$ cat config.mk
export PLATFORM = sky130hd
export DESIGN_NAME = pi_buffer_rate_control_qp
export DESIGN_NICKNAME = d
export VERILOG_FILES = /design/src/hw/rtl/pbrc_pkg.sv /design/src/hw/rtl/pi_buffer_rate_control_qp.sv /design/src/hw/rtl/pbrc_div.sv
export SDC_FILE = /design/constraint.sdc
export NUM_CORES = 2
export LEC_CHECK = 0
export BUFFER_PORTS_ARGS = -buffer_cell sky130_fd_sc_hd__buf_4
export CAP_MARGIN = 30
export CORE_AREA = 2 2 425 427
export DETAILED_ROUTE_END_ITERATION = 10
export DIE_AREA = 0 0 427 429
export SKIP_LAST_GASP = 1
export SLEW_MARGIN = 20
export SYNTH_ARGS = -nofsm -noshare
export SYNTH_HDL_FRONTEND = slang
export SYNTH_SLANG_ARGS = --single-unit
$ cat constraint.sdc
create_clock -name clk -period 13.2 [get_ports clk]
set_clock_uncertainty 0.05 [all_clocks]
set_input_delay 3.96 -clock clk [delete_from_list [all_inputs] [get_ports clk]]
set_output_delay 3.96 -clock clk [all_outputs]
set_load 0.005 [all_outputs]
$ cat src/hw/rtl/pbrc_pkg.sv
// pbrc_pkg: shared types, codes and reset values of the pi buffer rate controller
// used by pbrc_div and pi_buffer_rate_control_qp
`default_nettype none

package pbrc_pkg;

    localparam int SAD_WIDTH   = 40;
    localparam int SCALE_W     = SAD_WIDTH + 4;
    localparam int DIVIDEND_W  = 42;
    localparam int DIVISOR_W   = 34;
    localparam int DIV_STEPS   = DIVIDEND_W;
    localparam int DIV_CNT_W   = $clog2(DIV_STEPS);

    localparam logic [1:0] MODE_CBR = 2'd0;
    localparam logic [1:0] MODE_VBR = 2'd1;
    localparam logic [1:0] MODE_CQP = 2'd2;
    localparam logic [1:0] MODE_LLT = 2'd3;

    localparam logic CMD_GET_QP = 1'b0;
    localparam logic CMD_UPDATE = 1'b1;

    localparam logic [2:0] REG_MODE        = 3'd0;
    localparam logic [2:0] REG_QUOTA       = 3'd1;
    localparam logic [2:0] REG_BUCKET_SIZE = 3'd2;
    localparam logic [2:0] REG_BASE_QP     = 3'd3;
    localparam logic [2:0] REG_QP_FLOOR    = 3'd4;
    localparam logic [2:0] REG_QP_CEILING  = 3'd5;
    localparam logic [2:0] REG_FRAME_LIMIT = 3'd6;
    localparam logic [2:0] REG_SPEED       = 3'd7;

    localparam logic [1:0]  RST_MODE        = MODE_CBR;
    localparam logic [31:0] RST_QUOTA       = 32'd83333;
    localparam logic [31:0] RST_BUCKET_SIZE = 32'd5000000;
    localparam logic [5:0]  RST_BASE_QP     = 6'd26;
    localparam logic [5:0]  RST_QP_FLOOR    = 6'd12;
    localparam logic [5:0]  RST_QP_CEILING  = 6'd51;
    localparam logic [31:0] RST_FRAME_LIMIT = 32'd0;
    localparam logic [2:0]  RST_SPEED       = 3'd4;
    localparam logic [31:0] RST_FULLNESS    = RST_BUCKET_SIZE >> 1;

    typedef struct packed {
        logic                 cmd;
        logic [SAD_WIDTH-1:0] frame_sad;
        logic [30:0]          coded_bits;
    } in_t;

    typedef struct packed {
        logic [5:0]  qp;
        logic [31:0] bucket_level;
    } out_t;

    typedef struct packed {
        logic                  start;
        logic [DIVIDEND_W-1:0] dividend;
        logic [DIVISOR_W-1:0]  divisor;
    } div_req_t;

    typedef struct packed {
        logic                  done;
        logic [DIVIDEND_W-1:0] quotient;
    } div_rsp_t;

endpackage

`default_nettype wire

$ cat src/hw/rtl/pi_buffer_rate_control_qp.sv
// pi_buffer_rate_control_qp: leaky-bucket pi rate controller, one request at a time
// get-qp request: err, sum, clamp, num, dstart, 42-step serial divide, adj, delta, final, done
// update request: upd, then done; constant-qp mode: done; one request in flight at most
// next request is taken from the cycle out_valid rises; done waits while the output stalls
// reset: registers to defaults, fullness 2500000, error sum 0, qp 26, last sad 0
// depends on pbrc_pkg and pbrc_div
`default_nettype none

module pi_buffer_rate_control_qp
    import pbrc_pkg::*;
(
    input  wire logic        clk,
    input  wire logic        rst_n,
    input  wire logic        cfg_we,
    input  wire logic [2:0]  cfg_index,
    input  wire logic [31:0] cfg_data,
    input  wire logic        in_valid,
    output logic             in_stall,
    input  wire in_t         in_data,
    output logic             out_valid,
    input  wire logic        out_stall,
    output out_t             out_data
);

    localparam logic [3:0] S_IDLE   = 4'd0;
    localparam logic [3:0] S_ERR    = 4'd1;
    localparam logic [3:0] S_SUM    = 4'd2;
    localparam logic [3:0] S_CLAMP  = 4'd3;
    localparam logic [3:0] S_NUM    = 4'd4;
    localparam logic [3:0] S_DSTART = 4'd5;
    localparam logic [3:0] S_DIV    = 4'd6;
    localparam logic [3:0] S_ADJ    = 4'd7;
    localparam logic [3:0] S_DELTA  = 4'd8;
    localparam logic [3:0] S_FINAL  = 4'd9;
    localparam logic [3:0] S_UPD    = 4'd10;
    localparam logic [3:0] S_DONE   = 4'd11;

    logic [3:0]  state_reg;

    logic [1:0]  mode_reg;
    logic [31:0] quota_reg;
    logic [31:0] bsize_reg;
    logic [5:0]  base_reg;
    logic [5:0]  floor_reg;
    logic [5:0]  ceil_reg;
    logic [31:0] limit_reg;
    logic [2:0]  speed_reg;

    logic [31:0]          fullness_reg;
    logic signed [37:0]   esum_reg;
    logic [5:0]           qp_now_reg;
    logic [SAD_WIDTH-1:0] last_sad_reg;

    logic                 out_valid_reg;
    out_t                 out_reg;

    in_t                  req_reg;
    logic signed [33:0]   err_reg;
    logic signed [38:0]   acc_reg;
    logic signed [40:0]   num_reg;
    logic                 neg_reg;
    logic signed [3:0]    bias_reg;
    logic signed [43:0]   adj_reg;
    logic signed [44:0]   delta_reg;

    div_req_t div_req;
    div_rsp_t div_rsp;

    logic [30:0]          t_w;
    logic [35:0]          cap_w;
    logic signed [38:0]   cap_s;
    logic                 sat_w;
    logic signed [40:0]   err_x;
    logic signed [40:0]   es_x;
    logic [40:0]          mag_w;
    logic [32:0]          den_w;
    logic [SCALE_W-1:0]   sad10_w;
    logic [SCALE_W-1:0]   last13_w;
    logic [SCALE_W-1:0]   last7_w;
    logic signed [3:0]    vbr_bias_w;
    logic signed [3:0]    fs_bias_w;
    logic [32:0]          q15_w;
    logic signed [43:0]   qx_w;
    logic [2:0]           step_w;
    logic signed [44:0]   step_s;
    logic signed [3:0]    dsmall_w;
    logic signed [7:0]    nq_w;
    logic signed [33:0]   f_w;
    logic [31:0]          f_clamped;
    logic                 out_free;

    assign out_free = !out_valid_reg || !out_stall;

    assign t_w   = (bsize_reg[31:1] == 31'd0) ? 31'd1 : bsize_reg[31:1];
    assign cap_w = (36'(t_w) << 5) - (36'(t_w) << 1);
    assign cap_s = $signed({3'b000, cap_w});
    assign den_w = 33'(t_w) + {1'b0, t_w, 1'b0};

    assign sat_w = ((qp_now_reg >= ceil_reg) && !err_reg[33] && (err_reg != '0))
                || ((qp_now_reg <= floor_reg) && err_reg[33]);

    assign err_x = {{7{err_reg[33]}}, err_reg};
    assign es_x  = {{3{esum_reg[37]}}, esum_reg};
    assign mag_w = num_reg[40] ? 41'(-num_reg) : 41'(num_reg);

    assign sad10_w  = (SCALE_W'(req_reg.frame_sad) << 3) + (SCALE_W'(req_reg.frame_sad) << 1);
    assign last13_w = (SCALE_W'(last_sad_reg) << 3) + (SCALE_W'(last_sad_reg) << 2)
                    + SCALE_W'(last_sad_reg);
    assign last7_w  = (SCALE_W'(last_sad_reg) << 3) - SCALE_W'(last_sad_reg);

    always_comb
    begin
        vbr_bias_w = 4'sd0;
        if ((mode_reg == MODE_VBR) && (last_sad_reg != '0))
        begin
            priority if (sad10_w > last13_w)
                vbr_bias_w = 4'sd2;
            else if (sad10_w < last7_w)
                vbr_bias_w = -4'sd2;
        end
    end

    assign q15_w = {1'b0, quota_reg} + {2'b00, quota_reg[31:1]};

    always_comb
    begin
        fs_bias_w = 4'sd0;
        if ((limit_reg != '0) && (quota_reg != '0))
        begin
            priority if (quota_reg > limit_reg)
                fs_bias_w = 4'sd2;
            else if ({1'b0, limit_reg} < q15_w)
                fs_bias_w = 4'sd1;
        end
    end

    assign qx_w = $signed({2'b00, div_rsp.quotient});

    always_comb
    begin
        step_w = ((mode_reg == MODE_LLT) || (speed_reg >= 3'd5)) ? 3'd3 : 3'd2;
        priority if ((delta_reg >= 45'sd8) || (delta_reg <= -45'sd8))
            step_w = step_w + 3'd2;
        else if ((delta_reg >= 45'sd4) || (delta_reg <= -45'sd4))
            step_w = step_w + 3'd1;
        step_s = $signed({42'd0, step_w});
        priority if (delta_reg > step_s)
            dsmall_w = $signed({1'b0, step_w});
        else if (delta_reg < -step_s)
            dsmall_w = -$signed({1'b0, step_w});
        else
            dsmall_w = delta_reg[3:0];
        nq_w = $signed({2'b00, qp_now_reg}) + 8'(dsmall_w);
        if (nq_w < $signed({2'b00, floor_reg}))
            nq_w = $signed({2'b00, floor_reg});
        if (nq_w > $signed({2'b00, ceil_reg}))
            nq_w = $signed({2'b00, ceil_reg});
        if (nq_w < 8'sd0)
            nq_w = 8'sd0;
    end

    always_comb
    begin
        f_w = $signed({2'b00, fullness_reg}) + $signed({3'b000, req_reg.coded_bits})
            - $signed({2'b00, quota_reg});
        priority if (f_w[33])
            f_clamped = '0;
        else if (f_w > $signed({2'b00, bsize_reg}))
            f_clamped = bsize_reg;
        else
            f_clamped = f_w[31:0];
    end

    assign div_req.start    = (state_reg == S_DSTART);
    assign div_req.dividend = {mag_w, 1'b0} + 42'(den_w);
    assign div_req.divisor  = {den_w, 1'b0};

    pbrc_div u_div (
        .clk   (clk),
        .rst_n (rst_n),
        .req   (div_req),
        .rsp   (div_rsp)
    );

    always_ff @(posedge clk or negedge rst_n)
    begin
        if (!rst_n)
        begin
            state_reg     <= S_IDLE;
            mode_reg      <= RST_MODE;
            quota_reg     <= RST_QUOTA;
            bsize_reg     <= RST_BUCKET_SIZE;
            base_reg      <= RST_BASE_QP;
            floor_reg     <= RST_QP_FLOOR;
            ceil_reg      <= RST_QP_CEILING;
            limit_reg     <= RST_FRAME_LIMIT;
            speed_reg     <= RST_SPEED;
            fullness_reg  <= RST_FULLNESS;
            esum_reg      <= '0;
            qp_now_reg    <= RST_BASE_QP;
            last_sad_reg  <= '0;
            out_valid_reg <= 1'b0;
        end
        else
        begin
            if (out_valid_reg && !out_stall && (state_reg != S_DONE))
                out_valid_reg <= 1'b0;
            unique case (state_reg)
                S_IDLE:
                begin
                    if (in_valid)
                    begin
                        priority if (mode_reg == MODE_CQP)
                            state_reg <= S_DONE;
                        else if (in_data.cmd == CMD_UPDATE)
                            state_reg <= S_UPD;
                        else
                            state_reg <= S_ERR;
                    end
                end
                S_ERR:    state_reg <= S_SUM;
                S_SUM:    state_reg <= S_CLAMP;
                S_CLAMP:
                begin
                    // anti-windup: a held integral is kept as it is
                    if (!sat_w && (acc_reg > cap_s))
                        esum_reg <= cap_s[37:0];
                    else if (!sat_w && (acc_reg < -cap_s))
                        esum_reg <= 38'(-cap_s);
                    else
                        esum_reg <= acc_reg[37:0];
                    state_reg <= S_NUM;
                end
                S_NUM:    state_reg <= S_DSTART;
                S_DSTART: state_reg <= S_DIV;
                S_DIV:
                begin
                    if (div_rsp.done)
                        state_reg <= S_ADJ;
                end
                S_ADJ:    state_reg <= S_DELTA;
                S_DELTA:  state_reg <= S_FINAL;
                S_FINAL:
                begin
                    qp_now_reg   <= nq_w[5:0];
                    last_sad_reg <= req_reg.frame_sad;
                    state_reg    <= S_DONE;
                end
                S_UPD:
                begin
                    fullness_reg <= f_clamped;
                    state_reg    <= S_DONE;
                end
                S_DONE:
                begin
                    if (out_free)
                    begin
                        out_valid_reg <= 1'b1;
                        state_reg     <= S_IDLE;
                    end
                end
                default:  state_reg <= S_IDLE;
            endcase
            if (cfg_we)
            begin
                unique case (cfg_index)
                    REG_MODE:        mode_reg  <= cfg_data[1:0];
                    REG_QUOTA:       quota_reg <= cfg_data;
                    REG_BUCKET_SIZE:
                    begin
                        bsize_reg    <= cfg_data;
                        fullness_reg <= {1'b0, cfg_data[31:1]};
                    end
                    REG_BASE_QP:
                    begin
                        base_reg   <= cfg_data[5:0];
                        qp_now_reg <= cfg_data[5:0];
                    end
                    REG_QP_FLOOR:    floor_reg <= cfg_data[5:0];
                    REG_QP_CEILING:  ceil_reg  <= cfg_data[5:0];
                    REG_FRAME_LIMIT: limit_reg <= cfg_data;
                    REG_SPEED:       speed_reg <= cfg_data[2:0];
                    default:         ;
                endcase
            end
        end
    end

    always_ff @(posedge clk)
    begin
        if ((state_reg == S_IDLE) && in_valid)
            req_reg <= in_data;
        if (state_reg == S_ERR)
        begin
            err_reg  <= $signed({2'b00, fullness_reg}) - $signed({3'b000, t_w});
            bias_reg <= vbr_bias_w + fs_bias_w;
        end
        if (state_reg == S_SUM)
            acc_reg <= sat_w ? $signed({esum_reg[37], esum_reg})
                             : $signed({esum_reg[37], esum_reg})
                               + $signed({{5{err_reg[33]}}, err_reg});
        if (state_reg == S_NUM)
            num_reg <= (err_x <<< 4) + (err_x <<< 1) + (es_x <<< 2);
        if (state_reg == S_DSTART)
            neg_reg <= num_reg[40];
        if (state_reg == S_ADJ)
            adj_reg <= (neg_reg ? -qx_w : qx_w) + 44'(bias_reg);
        if (state_reg == S_DELTA)
            delta_reg <= 45'(adj_reg) + $signed({39'd0, base_reg})
                       - $signed({39'd0, qp_now_reg});
        if ((state_reg == S_DONE) && out_free)
        begin
            out_reg.qp           <= qp_now_reg;
            out_reg.bucket_level <= fullness_reg;
        end
    end

    assign in_stall  = (state_reg != S_IDLE);
    assign out_valid = out_valid_reg;
    assign out_data  = out_reg;

endmodule

`default_nettype wire

$ cat src/hw/rtl/pbrc_div.sv
// pbrc_div: restoring unsigned divider, one quotient bit per cycle
// depends on pbrc_pkg
`default_nettype none

module pbrc_div
    import pbrc_pkg::*;
(
    input  wire logic     clk,
    input  wire logic     rst_n,
    input  wire div_req_t req,
    output div_rsp_t      rsp
);

    logic                  busy_reg, busy_next;
    logic                  done_reg, done_next;
    logic [DIV_CNT_W-1:0]  cnt_reg, cnt_next;
    logic [DIVISOR_W:0]    rem_reg, rem_next;
    logic [DIVIDEND_W-1:0] dq_reg, dq_next;
    logic [DIVISOR_W-1:0]  dvs_reg, dvs_next;
    logic [DIVISOR_W:0]    rem_sh;
    logic                  fits;

    assign rem_sh = {rem_reg[DIVISOR_W-1:0], dq_reg[DIVIDEND_W-1]};
    assign fits   = rem_sh >= {1'b0, dvs_reg};

    always_comb
    begin
        busy_next = busy_reg;
        done_next = 1'b0;
        cnt_next  = cnt_reg;
        rem_next  = rem_reg;
        dq_next   = dq_reg;
        dvs_next  = dvs_reg;
        if (req.start)
        begin
            busy_next = 1'b1;
            cnt_next  = '0;
            rem_next  = '0;
            dq_next   = req.dividend;
            dvs_next  = req.divisor;
        end
        else if (busy_reg)
        begin
            rem_next = fits ? (rem_sh - {1'b0, dvs_reg}) : rem_sh;
            dq_next  = {dq_reg[DIVIDEND_W-2:0], fits};
            cnt_next = cnt_reg + 1'b1;
            if (cnt_reg == DIV_CNT_W'(DIV_STEPS - 1))
            begin
                busy_next = 1'b0;
                done_next = 1'b1;
            end
        end
    end

    always_ff @(posedge clk or negedge rst_n)
    begin
        if (!rst_n)
        begin
            busy_reg <= 1'b0;
            done_reg <= 1'b0;
            cnt_reg  <= '0;
        end
        else
        begin
            busy_reg <= busy_next;
            done_reg <= done_next;
            cnt_reg  <= cnt_next;
        end
    end

    always_ff @(posedge clk)
    begin
        rem_reg <= rem_next;
        dq_reg  <= dq_next;
        dvs_reg <= dvs_next;
    end

    assign rsp.done     = done_reg;
    assign rsp.quotient = dq_reg;

endmodule

`default_nettype wire

==> results.py <==
metrics = {
    "placed_design": {
        "port_buffers": 151,
        "placed_cells": 9227,
        "dp.final_hpwl_um": 146000,
        "place.gp.congestion": 0.915,
    },
    "detailed_routing": {
        "drtIter0Drc": 3378,
        "ant_nets": 0,
        "vias": 51400,
        "wl_um": 182000,
        "wl_per_cell_um": 19.4,
        "drc": 0,
        "firstDrtPassIters": 6,
        "vias_per_cell": 5.47,
    },
    "clocking": {
        "clk_pin_slew_ps": 70,
        "cts-resized-gates": 0,
        "post_cts_buffers": 0,
        "postCtsHoldBufs": 0,
        "cts_root_buffer": "clkbuf_16",
        "ctsHtreeMaxLevel": 3,
        "cts_tree": "yes",
        "clkLatencyLatePin_ps": 700,
        "clkSinkCount": 672,
        "cts_buffers": 81,
        "clockBufferDepth": 3,
    },
    "worst_setup_path": {
        "critPathSlowestCell": "a21oi_1",
        "max_stage_delay_ps": 710,
        "critPathLaunchType": "register",
        "crit_arrival_ps": 10350,
        "crit_buf_inv": 2,
        "reg2reg_to": "qp_now_reg[5]",
        "worstSetupEndpointType": "register",
        "crit_top_cell": "ha_1",
        "r2r_start": "delta_reg[24]",
        "worst_ep_required_time_ps": 13710,
        "critical_path_peak_fanout": 12,
        "rr_worst_depth": 45,
        "rrSetupSlack_ps": 3360,
        "crit_start": "delta_reg[24]",
        "crit_type": "reg2reg",
        "crit_family": "compound AO/OA/AOI/OAI gates",
    },
    "layout": {
        "drive_above_1_share": 0.0749,
        "nNetsFinal": 8039,
        "nFillCells": 17900,
        "fin_cells": 9383,
        "largest_reg_flops": 71,
        "area_growth_pct": 10.8,
    },
    "timing": {
        "timing.hold.ws_ps": 436,
        "slew_headroom": 0.206,
        "hold_violations": 0,
        "rsz0062_at_grt": "false",
        "worstMarginPinSlew_ps": 1190,
        "fmax_mhz": 102,
        "setup_violations": 0,
        "period_needed_ps": 9840,
        "drv_slew": 0,
        "setup_tns_ps": 0,
        "fin_crit_sh": 0.745,
    },
    "synthesis": {
        "syn_area_um2": 62200,
        "netlist_instances": 6850,
        "seq_area_frac_synth": 0.300,
        "synth_area_leaders": "edfxtp_1 19%, ha_1 17%, dfrtp_1 8.5%, xnor2_1 5.1%, o21ai_0 4.2%",
        "async_reset_ff_frac": 0.369,
        "synth-seq-cells": 672,
        "synth_ff_type": "edfxtp_1",
        "synth_top_area_frac": 0.188,
        "avgSynthCellArea_um2": 9.08,
        "yosysTopAreaCell": "edfxtp_1",
        "yosys_warnings": 0,
        "syn-num-nets": 7932,
        "synth_enable_flop_cells": 390,
        "synth_cell_types": 111,
    },
    "floorplan": {
        "die_h_um": 429,
        "ios": 152,
        "initial_core_util": 0.349,
        "die_area_um2": 183000,
        "die_w_um": 427,
        "fp.coreArea_um2": 178000,
        "num_rows": 155,
    },
    "grt": {
        "grt_max_degree": 92,
        "grt-ovfl-total": 0,
        "grt_usage": 0.196,
        "grt_antenna_before_repair": 9,
        "first_global_vias": 49900,
        "grt_pass1_wl_um": 286000,
    },
    "min_path": {
        "holdPathStages": 2,
        "hold_path.startpoint": "u_div.rem_reg[3]",
        "hold_class": "reg2reg",
        "holdPathEnd": "u_div.rem_reg[4]",
    },
    "status": {
        "status": "finished clean",
    },
    "run": {
        "max_cap_viol_count": 0,
    },
}
## layout by cell type (no fill, tap or decap), drive strengths merged, types with 119 or more instances in the layout
cell type	n
a21oi	486
o21ai	528
edfxtp	390
nand2	596
fa	120
nor3	124
dfrtp	212
buf	195
nand4	119
inv	564
nor2	349
a21o	300
xnor2	361
ha	850
xor2	189
## synth_stat cells (63+ instances only)
| library cell | number |
|---|---|
| nand4_1 | 118 |
| xnor2_1 | 360 |
| nor2b_1 | 78 |
| ha_1 | 850 |
| nand2b_1 | 106 |
| inv_1 | 557 |
| clkbuf_1 | 150 |
| dfrtp_1 | 212 |
| fa_1 | 120 |
| o21a_1 | 100 |
| o211ai_1 | 72 |
| nor4_1 | 63 |
| nand2_1 | 595 |
| nor2_1 | 349 |
| o31ai_1 | 63 |
| nor3_1 | 122 |
| xor2_1 | 188 |
| a21oi_1 | 486 |
| nand3_1 | 114 |
| o21ai_0 | 516 |
| a21o_1 | 300 |
| a31oi_1 | 94 |
| edfxtp_1 | 390 |
## worst register-to-register path, delay by kind of cell (launching register included)
kind	cells	cell delay, ps
AOI/OAI and AO/OA	21	4230
xor gates and xnor gates	2	380
adders and majority gates	7	2000
buffers and inverters	2	160
DFF	1	410
muxes	2	570
and+or+nand+nor	11	1950
## metrics by stage
step / area [um2] / util / setup WS [ps]
2_1_floorplan: 62200 / - / 4870
3_3_place_gp: 66000 / 0.371 / 3270
3_5_place_dp: 66100 / 0.371 / 3380
4_1_cts: 68900 / 0.387 / 3310
5_1_grt: 68900 / 0.387 / 2410
6_report: 68900 / 0.387 / 3360
## kinds of logic after synthesis
family	count (synthesis)	share of synthesized area
AO/OA/AOI/OAI	1986	0.203
AND/OR/NAND/NOR	1829	0.146
adder cells (fa/ha/maj)	971	0.210
buffers and inverters	730	0.0442
flip-flops	672	0.300
XOR/XNOR	550	0.0777
multiplexers	112	0.0191
## routing by layer
| metal | GRT usage | wire length [um] | vias up |
|---|---|---|---|
| met5 | 0 | 0 | - |
| met4 | 0.0693 | 6720 | 0 |
| met3 | 0.0234 | 7860 | 279 |
| met2 | 0.319 | 83500 | 1162 |
| met1 | 0.268 | 84400 | 24700 |
| li1 | - | - | 25200 |
## how the worst max path moves through the flow
| stage | end | slack, ps | cells after the start |
|---|---|---|---|
| 5_1_grt | qp_now_reg[5] | 2410 | 45 |
| 3_3_place_gp | qp_now_reg[5] | 3270 | 45 |
| 3_5_place_dp | qp_now_reg[5] | 3380 | 45 |
| 4_1_cts | qp_now_reg[5] | 3310 | 45 |
| 2_1_floorplan | qp_now_reg[5] | 4870 | 47 |
| 6_report | qp_now_reg[5] | 3360 | 45 |
## final cells by class
cell class | count | area [um2] | area share
clock buffer | 100 | 2200 | 0.0319
tap | 2355 | 2950 | 0.0427
inverter | 559 | 2100 | 0.0304
clock inverter | 50 | 636 | 0.00922
multi-input combinational | 5448 | 40900 | 0.593
sequential | 672 | 18600 | 0.270
antenna | 4 | 10.0 | 0.000145
timing repair buffer | 195 | 1510 | 0.0219
Power is left out: the tool's default activity adds up to more than one toggle a clock period on the data nets, which glitch-free logic cannot reach.
